**src/rtl/core/lirs_pkg.sv**
```systemverilog
// constants and helpers for the linear interpolation resampler
// no dependencies; imported by the top level and its checker
package lirs_pkg;

  localparam int MAX_BLOCK   = 4096;
  localparam int FRAC_BITS   = 24;
  localparam int SAMPLE_BITS = 16;
  localparam int COUNT_BITS  = 13;
  localparam int BLK_BITS    = $clog2(MAX_BLOCK);
  localparam int STEP_BITS   = 31;
  localparam int PHASE_BITS  = COUNT_BITS + FRAC_BITS;
  localparam int MAX_RESULTS = 64;
  localparam int NUM_BITS    = $clog2(MAX_RESULTS + 1);
  localparam int CFG_IDX_BITS  = 2;
  localparam int CFG_DATA_BITS = STEP_BITS;

  localparam logic [CFG_IDX_BITS-1:0] REG_IN_COUNT  = CFG_IDX_BITS'(0);
  localparam logic [CFG_IDX_BITS-1:0] REG_OUT_COUNT = CFG_IDX_BITS'(1);
  localparam logic [CFG_IDX_BITS-1:0] REG_STEP      = CFG_IDX_BITS'(2);

  localparam logic [COUNT_BITS-1:0] IN_COUNT_RST  = COUNT_BITS'(192);
  localparam logic [COUNT_BITS-1:0] OUT_COUNT_RST = COUNT_BITS'(2048);
  localparam logic [STEP_BITS-1:0]  STEP_RST      = STEP_BITS'(1572864);

  // clamp a count register to 2..MAX_BLOCK and return it minus one
  function automatic logic [BLK_BITS-1:0] count_m1(input logic [COUNT_BITS-1:0] v);
    logic [BLK_BITS-1:0] r;
    if (v < COUNT_BITS'(2)) begin
      r = BLK_BITS'(1);
    end else if (v > COUNT_BITS'(MAX_BLOCK)) begin
      r = BLK_BITS'(MAX_BLOCK - 1);
    end else begin
      r = BLK_BITS'(v - COUNT_BITS'(1));
    end
    return r;
  endfunction

endpackage

```
**src/rtl/core/linear_interp_resampler_top.sv**
```systemverilog
// linear interpolation resampler for complex i/q samples, whole datapath
// depends on lirs_pkg
//
// usage: samples enter on in_valid/in_ready (in_i, in_q), interpolated
// words leave on out_valid/out_ready (out_i, out_q, last). in_count,
// out_count and step_q24 are set through cfg_we/cfg_index/cfg_data.
// an accepted sample produces zero or more words; last marks the final
// word caused by that sample. the very first sample after reset (and no
// other) is only stored.
// timing: one shared 17x25 multiplier serves i then q, so each word passes
// through check, multiply i, multiply q and finish; a word is loaded into
// the output register at the next check. in_ready stays low while an item
// is being worked; words beyond 64 for one item are consumed and dropped.
// in_ready is high only when idle.
// reset: synchronous, clears the block state and loads the default rates
// (192 in, 2048 out, step 0.09375). a stalled receiver freezes the sequencer
// at its next hand-over of a word; the output register holds its word.
module linear_interp_resampler_top
  import lirs_pkg::*;
(
  input  logic                            clk,
  input  logic                            rst,
  input  logic                            cfg_we,
  input  logic [CFG_IDX_BITS-1:0]         cfg_index,
  input  logic [CFG_DATA_BITS-1:0]        cfg_data,
  input  logic                            in_valid,
  output logic                            in_ready,
  input  logic signed [SAMPLE_BITS-1:0]   in_i,
  input  logic signed [SAMPLE_BITS-1:0]   in_q,
  output logic                            out_valid,
  input  logic                            out_ready,
  output logic signed [SAMPLE_BITS-1:0]   out_i,
  output logic signed [SAMPLE_BITS-1:0]   out_q,
  output logic                            last
);

  localparam int DIFF_BITS = SAMPLE_BITS + 1;
  localparam int PROD_BITS = DIFF_BITS + FRAC_BITS + 1;
  localparam int RND_BITS  = PROD_BITS - FRAC_BITS;

  // sequencer states, one-hot
  typedef enum logic [4:0] {
    S_IDLE  = 5'b00001,
    S_CHECK = 5'b00010,
    S_MUL_I = 5'b00100,
    S_MUL_Q = 5'b01000,
    S_FIN   = 5'b10000
  } state_t;

  state_t state;

  // configuration
  logic [COUNT_BITS-1:0] in_count;
  logic [COUNT_BITS-1:0] out_count;
  logic [STEP_BITS-1:0]  step_q24;

  // block state
  logic signed [SAMPLE_BITS-1:0] prev_i, prev_q;
  logic signed [SAMPLE_BITS-1:0] cur_i, cur_q;
  logic [COUNT_BITS-1:0]         position;
  logic [COUNT_BITS-1:0]         out_index;
  logic [PHASE_BITS-1:0]         phase;
  logic                          blk_end;
  logic [NUM_BITS-1:0]           num;

  // pending word, held until we know whether it is the last one
  logic                          hold_valid;
  logic signed [SAMPLE_BITS-1:0] hold_i, hold_q;

  // shared multiplier
  logic signed [PROD_BITS-1:0]   prod;
  logic signed [DIFF_BITS-1:0]   diff_i, diff_q, mul_a;
  logic signed [FRAC_BITS:0]     mul_f;
  logic signed [PROD_BITS-1:0]   prod_rnd;
  logic signed [SAMPLE_BITS-1:0] interp_val;
  logic signed [SAMPLE_BITS-1:0] prev_sel, cur_sel;

  logic [BLK_BITS-1:0]   total;
  logic [BLK_BITS-1:0]   in_m1;
  logic [COUNT_BITS-1:0] base;
  logic                  past_end;
  logic                  go;
  logic                  emit_busy;
  logic                  load_out;
  logic                  load_last;
  logic [COUNT_BITS-1:0] index_inc;
  logic [PHASE_BITS:0]   phase_sum;
  logic [PHASE_BITS-1:0] phase_inc;

  assign total    = count_m1(out_count);
  assign in_m1    = count_m1(in_count);
  assign base     = phase[PHASE_BITS-1:FRAC_BITS];
  // outputs at or past the current sample take the sample itself
  assign past_end = (base >= position);
  assign go       = (out_index < {1'b0, total}) && (!past_end || blk_end);

  assign index_inc = out_index + COUNT_BITS'(1);
  assign phase_sum = {1'b0, phase} + (PHASE_BITS + 1)'(step_q24);
  assign phase_inc = phase_sum[PHASE_BITS] ? '1 : phase_sum[PHASE_BITS-1:0];

  assign emit_busy = hold_valid && out_valid && !out_ready;
  assign load_out  = (state == S_CHECK) && hold_valid && !emit_busy;
  // the 64th word of an item is always its last
  assign load_last = !go || (num == NUM_BITS'(MAX_RESULTS));

  assign in_ready = (state == S_IDLE);

  // interpolation: prev + round((cur - prev) * frac), ties upward
  assign diff_i = DIFF_BITS'(cur_i) - DIFF_BITS'(prev_i);
  assign diff_q = DIFF_BITS'(cur_q) - DIFF_BITS'(prev_q);
  assign mul_a  = (state == S_MUL_I) ? diff_i : diff_q;
  assign mul_f  = {1'b0, phase[FRAC_BITS-1:0]};
  assign prod_rnd = prod + (PROD_BITS'(1) <<< (FRAC_BITS - 1));
  assign prev_sel = (state == S_MUL_Q) ? prev_i : prev_q;
  assign cur_sel  = (state == S_MUL_Q) ? cur_i : cur_q;
  assign interp_val = past_end ? cur_sel
                    : SAMPLE_BITS'(RND_BITS'(prev_sel) + prod_rnd[PROD_BITS-1:FRAC_BITS]);

  // configuration writes
  always_ff @(posedge clk) begin
    if (rst) begin
      in_count  <= IN_COUNT_RST;
      out_count <= OUT_COUNT_RST;
      step_q24  <= STEP_RST;
    end else if (cfg_we) begin
      unique case (cfg_index)
        REG_IN_COUNT:  in_count  <= cfg_data[COUNT_BITS-1:0];
        REG_OUT_COUNT: out_count <= cfg_data[COUNT_BITS-1:0];
        REG_STEP:      step_q24  <= cfg_data[STEP_BITS-1:0];
        default: ;
      endcase
    end
  end

  // sequencer and block state
  always_ff @(posedge clk) begin
    if (rst) begin
      state      <= S_IDLE;
      prev_i     <= '0;
      prev_q     <= '0;
      position   <= '0;
      out_index  <= '0;
      phase      <= '0;
      blk_end    <= 1'b0;
      num        <= '0;
      hold_valid <= 1'b0;
    end else begin
      unique case (state)
        S_IDLE: begin
          if (in_valid) begin
            if (position == '0) begin
              // first sample after reset only opens the block
              prev_i    <= in_i;
              prev_q    <= in_q;
              position  <= COUNT_BITS'(1);
              out_index <= '0;
              phase     <= '0;
            end else begin
              blk_end <= (position >= {1'b0, in_m1});
              num     <= '0;
              state   <= S_CHECK;
            end
          end
        end
        S_CHECK: begin
          if (!emit_busy) begin
            hold_valid <= 1'b0;
            if (go) begin
              if (num == NUM_BITS'(MAX_RESULTS)) begin
                // over the per-item limit: consume and drop
                out_index <= index_inc;
                phase     <= phase_inc;
              end else begin
                state <= S_MUL_I;
              end
            end else begin
              prev_i <= cur_i;
              prev_q <= cur_q;
              if (blk_end) begin
                position  <= COUNT_BITS'(1);
                out_index <= '0;
                phase     <= '0;
              end else begin
                position <= position + COUNT_BITS'(1);
              end
              state <= S_IDLE;
            end
          end
        end
        S_MUL_I: begin
          state <= S_MUL_Q;
        end
        S_MUL_Q: begin
          state <= S_FIN;
        end
        S_FIN: begin
          hold_valid <= 1'b1;
          num        <= num + NUM_BITS'(1);
          out_index  <= index_inc;
          phase      <= phase_inc;
          state      <= S_CHECK;
        end
        default: state <= S_IDLE;
      endcase
    end
  end

  // datapath registers
  always_ff @(posedge clk) begin
    if (in_valid && in_ready) begin
      cur_i <= in_i;
      cur_q <= in_q;
    end
    if (state == S_MUL_I || state == S_MUL_Q) begin
      prod <= mul_a * mul_f;
    end
    if (state == S_MUL_Q) begin
      hold_i <= interp_val;
    end
    if (state == S_FIN) begin
      hold_q <= interp_val;
    end
    if (load_out) begin
      out_i <= hold_i;
      out_q <= hold_q;
      last  <= load_last;
    end
  end

  // output register
  always_ff @(posedge clk) begin
    if (rst) begin
      out_valid <= 1'b0;
    end else if (load_out) begin
      out_valid <= 1'b1;
    end else if (out_ready) begin
      out_valid <= 1'b0;
    end
  end

endmodule

```
**config.mk**
```make
export PLATFORM = sky130hd
export DESIGN_NAME = linear_interp_resampler_top
export DESIGN_NICKNAME = d
export VERILOG_FILES = /design/src/rtl/core/lirs_pkg.sv /design/src/rtl/core/linear_interp_resampler_top.sv
export SDC_FILE = /design/constraint.sdc
export NUM_CORES = 2
export LEC_CHECK = 0
export CORE_MARGIN = 1.5
export CORE_UTILIZATION = 63
export CTS_BUF_LIST = sky130_fd_sc_hd__clkbuf_2
export DETAILED_ROUTE_END_ITERATION = 7
export DONT_BUFFER_PORTS = 1
export PLACE_DENSITY = 0.82
export SLEW_MARGIN = 25
export SYNTH_ARGS = -nofsm -noshare
export SYNTH_HDL_FRONTEND = slang
export SYNTH_SLANG_ARGS = --single-unit
```
**constraint.sdc**
```tcl
create_clock -name clk -period 16.1 [get_ports clk]
set_clock_uncertainty 0.15 [all_clocks]
set_input_delay 0 -clock clk [delete_from_list [all_inputs] [get_ports clk]]
set_output_delay 0 -clock clk [all_outputs]
set_load 0.005 [all_outputs]
```
Word level (Yosys, flattened, before mapping):

Cells that the tools add are included.

* bits in registers: 304
* input bits: 70
* output and inout bits: 35
* word-level logic and storage cells: 137

* $add $sub $neg: 10
* multipliers: 1
* order comparisons: 7
* equality and inequality tests: 16
* multiplexer cells: 52
* bitwise operators: 1
* reduce and logical (&&, ||, !) cells: 29

Operators with widths (count)
* $mux 37: 7
* $mux 16: 11
* $mux 13: 11
* $pmux 37 s3: 1
* $pmux 16 s2: 2
* $mux 12: 4
* $add 40x25->40 const B: 1
* $mul 17x25->40: 1
* $pmux 13 s3: 1
* $add 37x31->38: 1
* $sub 16x16->17: 2
* $add 13x1->13 const B: 2
* $gt 13x13->1 const B: 2
* $lt 13x2->1 const B: 2
* $pmux 13 s2: 1
* $mux 5: 5
* $pmux 5 s5: 1
* $sub 12x1->12 const B: 2
* $mux 17: 1
* $add 16x16->16: 1
* $mux 7: 2
* $pmux 7 s2: 1
* $ge 13x12->1: 1
* $ge 13x13->1: 1
* other kinds (29): 52

Logic depth before layout (Yosys ltp):

* depth in word-level cells: 8
* depth in mapped cells: 37

Least setup slack after synthesis:

Ideal clock, no wire load.

* path kind: flip-flop to flip-flop
* start point: reg prev_i[1]
* end point: reg prod[39] (data pin)
* setup time: 0.258 ns
* data arrival time: 8.202 ns
* setup slack: 7.491 ns
* stages on the path, launching flop included: 35
* path buffers: 1
* clock period less this slack: 8.609 ns
* cells stage by stage: dfxtp_1 inv_1 ha_1 nor2b_1 o21ai_1 a21boi_0 o21ai_1 nand2b_1 a21o_1 a31o_2 o41a_1 a41oi_1 a31o_2 clkbuf_1 nand2_1 fa_1 inv_1 fa_1 fa_1 fa_1 fa_1 inv_1 fa_1 inv_1 ha_1 and4_1 a221oi_1 a31oi_1 o221ai_1 o211ai_1 a221oi_1 o21bai_1 a21oi_1 o21ba_2 xnor2_1

* longest elaborated chain between the ends: 3

Ends and longest elaborated chain
* start, declared: line linear_interp_resampler_top.sv:58 `logic signed [SAMPLE_BITS-1:0] prev_i, prev_q;`
* start signal, assigned: line linear_interp_resampler_top.sv:153 `prev_i <= in_i;`
* start signal, assigned: line linear_interp_resampler_top.sv:177 `prev_i <= cur_i;`
* $sub 16x16->17: line linear_interp_resampler_top.sv:109 `assign diff_i = DIFF_BITS'(cur_i) - DIFF_BITS'(prev_i);`
* $mux 17: line linear_interp_resampler_top.sv:111 `assign mul_a = (state == S_MUL_I) ? diff_i : diff_q;`
* $mul 17x25->40: line linear_interp_resampler_top.sv:215 `prod <= mul_a * mul_f;`
* end signal, assigned: line linear_interp_resampler_top.sv:215
* end, declared: line linear_interp_resampler_top.sv:71 `logic signed [PROD_BITS-1:0] prod;`

No other way between the ends.
A chain may end at the register's enable or synchronous reset.

Final worst setup path:

* start point: reg prev_q[1]
* end point: reg prod[39] (data pin)

* longest elaborated chain between the ends: 3

Ends and longest elaborated chain
* start, declared: line linear_interp_resampler_top.sv:58
* start signal, assigned: line linear_interp_resampler_top.sv:154 `prev_q <= in_q;`
* start signal, assigned: line linear_interp_resampler_top.sv:178 `prev_q <= cur_q;`
* $sub 16x16->17: line linear_interp_resampler_top.sv:110 `assign diff_q = DIFF_BITS'(cur_q) - DIFF_BITS'(prev_q);`
* $mux 17: line linear_interp_resampler_top.sv:111
* $mul 17x25->40: line linear_interp_resampler_top.sv:215

No other way between the ends.

==> flow_metrics.tcl <==
set metrics [dict create \
    status "complete, but fails checks" \
    violations "design-rule violations" \
    die-area_um2 47000 \
    critPathSlowestCell "mux2i_4" \
    synth_top_cell_by_area "fa_1" \
    hold_class "input port to flip-flop" \
    peakVddDrop_uv 279 \
    reg2reg_to "prod[39]" \
    postSynthCellCount 3299 \
    cap_violations 0 \
    reg2reg_from "prev_q[1]" \
    tightestPinTransition_ns 1.17 \
    cts_setup_buffers 0 \
    worstPathMaxFanout 24 \
    rsz0062_at_grt "no" \
    port_buffers 0 \
    synth_warnings 0 \
    slew_violations 0 \
    finalPower_mw 4.04 \
    final_cell_area_um2 32500 \
    r2r_cells 32 \
    startpoint "prev_q[1]" \
    synth_edf_count 114 \
    path_class "flip-flop to flip-flop" \
    seq_area_frac_synth_pct 23.5 \
    fin_crit_ns 10.08 \
    synthTopCellsByArea "fa_1 23%, edfxtp_1 12%, dfxtp_1 12%" \
    cts_made_buffers 72 \
    min_period_over_period_pct 62.6 \
    die_h_um 217 \
    die_w_um 217 \
    grt_max_degree 90 \
    synth_seq_cells 281 \
    p_leak_nw 15.2 \
    worst_slack_ns 6.02 \
    syn_area_um2 28800 \
    cts_tree "yes" \
    vias 25200 \
    place_area_um2 29300 \
    vias_per_cell 6.07 \
    grt_pass1_wl_um 134000 \
    drc 14 \
    cpPeakStageDelay_ns 0.68 \
    rows 78 \
    max_freq_mhz 99.2 \
    drt_iter0_markers 2067 \
    cts_max_level 3 \
    yosys.area.top_type_share_pct 23.1 \
    gr-total-overflow 0 \
    wl_per_cell_um 20.2 \
    hp-start "in_q[0]" \
    initial_core_util_pct 63.7 \
    cts_root_buf "clkbuf_2" \
    grt_antenna_before_repair 4 \
    track_usage_pct 36.3 \
    hold_violations 0 \
    syn_nets 3950 \
    syn_to_final_growth_pct 12.9 \
    ant_nets 0 \
    regArea_um2 6770 \
    cp-start-kind "flip-flop" \
    clockBufferDepth 3 \
    multi_input_area_um2 19700 \
    place_congestion 0.920 \
    setup_violations 0 \
    hold_depth 4 \
    r2r_setup_slack_ns 6.02 \
    io_pins 105 \
    dp_slack_ns 6.17 \
    cts.sinks 281 \
    avgSynthCellArea_um2 8.72 \
    finalSetupTns_ns 0 \
    async_flop_share_pct 0 \
    core_um2 45200 \
    first_pass_iters 8 \
    power_density_nw_per_um2 124 \
    drive_gt1_share_pct 5.82 \
    grt_pass1_vias 26700 \
    end_kind "flip-flop" \
    worstSkewPairLatency_ns 1.11 \
    arrival_ns 10.76 \
    ys_types 90 \
    synthFlopType "dfxtp_1" \
    cts_resized 0 \
    hpwl_um 55600 \
    path_common_cell "fa_1" \
    worstHoldEndpoint "prev_q[0]" \
    clkSlewWorstSetupHoldPaths_ns 0.12 \
    fillers 3088 \
    critPathRequiredTime_ns 16.78 \
    fin_nets 4155 \
    slew_headroom_pct 21.8 \
    wl_um 84000 \
]
## worst max-delay path by stage
stage	to	slack (ns)
after floorplan	prod[39]	7.49
after global placement	prod[39]	6.52
after detailed placement	prod[39]	6.17
after CTS	prod[39]	6.09
after global routing	prod[39]	5.38
final	prod[39]	6.02
## metrics by stage
stage / cells / util [%] / hold slack (ns)
final: 4160 / 71.9 / 0.0761
after global routing: 4160 / 71.9 / 0.0466
after CTS: 4155 / 71.9 / 0.00116
after detailed placement: 3786 / 64.8 / -0.0624
after global placement: 3786 / 64.8 / -0.0675
after floorplan: 3299 / - / -0.0511
## repair_timing
| action | in CTS | in global routing |
|---|---|---|
| hold buffers | 244 | 0 |
| endpoints found under the hold margin | 264 | 0 |
| endpoints found under the setup margin | 0 | 0 |
## logic make-up after synthesis
group                    synth area share [%]
adder cells (fa/ha/maj)                  33.9
flip-flops                               23.5
XOR/XNOR                                 3.93
AND/OR/NAND/NOR                          18.6
AO/OA/AOI/OAI                            11.2
buffers and inverters                    8.39
multiplexers                            0.431
## synth_stat cells, types with 11 or more instances
library cell  count
a211oi_1         13
a21o_1           41
a21oi_1         157
a311oi_1         36
a31oi_1          22
and2_1          137
and3_1           28
clkbuf_1        131
dfxtp_1         167
edfxtp_1        114
fa_1            332
ha_1            249
inv_1           489
nand2_1         560
nand2b_1         20
nand3_1          62
nand3b_1         11
nand4_1          25
nor2_1          188
nor2b_1          22
nor3_1           39
o21a_1           23
o21ai_0         110
o31ai_1          11
or2_2            14
xnor2_1          78
xor2_1           51
## metal layers
layer  track usage, %  routed length, um
met1             42.5              31100
met2             62.0              40700
met3             8.03               7430
met4             20.0               4760
met5                0                  0
## worst max-delay path: cells and delay by family (launching register included)
kind / cells / cell delay (ns)
simple gates: 4 / 0.69
fa+ha+maj: 8 / 3.54
compound gates: 15 / 4.06
xor+xnor: 1 / 0.06
mux: 1 / 0.68
flops: 1 / 0.44
buf+inv: 3 / 0.18
## cell type report
class,instances,share of cell area (%)
flip-flops and latches,281,20.8
inverters,490,5.66
clock inverters,21,0.566
multi-input cells,2381,60.6
well taps,600,2.31
diodes,5,0.0385
repair buffers,278,8.40
clock buffers,104,1.60
## power breakdown
part | leakage, nW | switching [mW] | total [mW] | internal, mW
Clock | 0.526 | 0.316 | 0.552 | 0.236
Combinational | 12.3 | 1.67 | 2.54 | 0.870
Sequential | 2.40 | 0.0739 | 0.950 | 0.876
Total | 15.2 | 2.05 | 4.04 | 1.98
## flip-flops by register name (all words and copies together) (netlist names), 13 cells and up
name,cells
phase,37
step_q24,31
prod,17
cur_i,16
cur_q,16
hold_i,16
hold_q,16
out_i,16
out_q,16
prev_i,16
prev_q,16
in_count,13
out_count,13
out_index,13
position,13
## placed cells by master, fill, tap and decap left out, types with 9 or more instances in the layout
master	n
a211oi_1	13
a21o_1	40
a21oi_1	154
a311oi_1	36
a31oi_1	22
and2_1	137
and3_1	28
buf_4	34
clkbuf_2	104
clkinv_1	13
dfxtp_1	167
dlygate4sd3_1	241
edfxtp_1	114
fa_1	332
ha_1	249
inv_1	489
nand2_1	560
nand2b_1	20
nand3_1	61
nand3b_1	11
nand4_1	25
nor2_1	188
nor2b_1	22
nor3_1	39
nor4_1	9
o21a_1	22
o21ai_0	109
or2_2	14
or3_1	9
xnor2_1	78
xor2_1	51
Power figures use the tool's default switching activity.
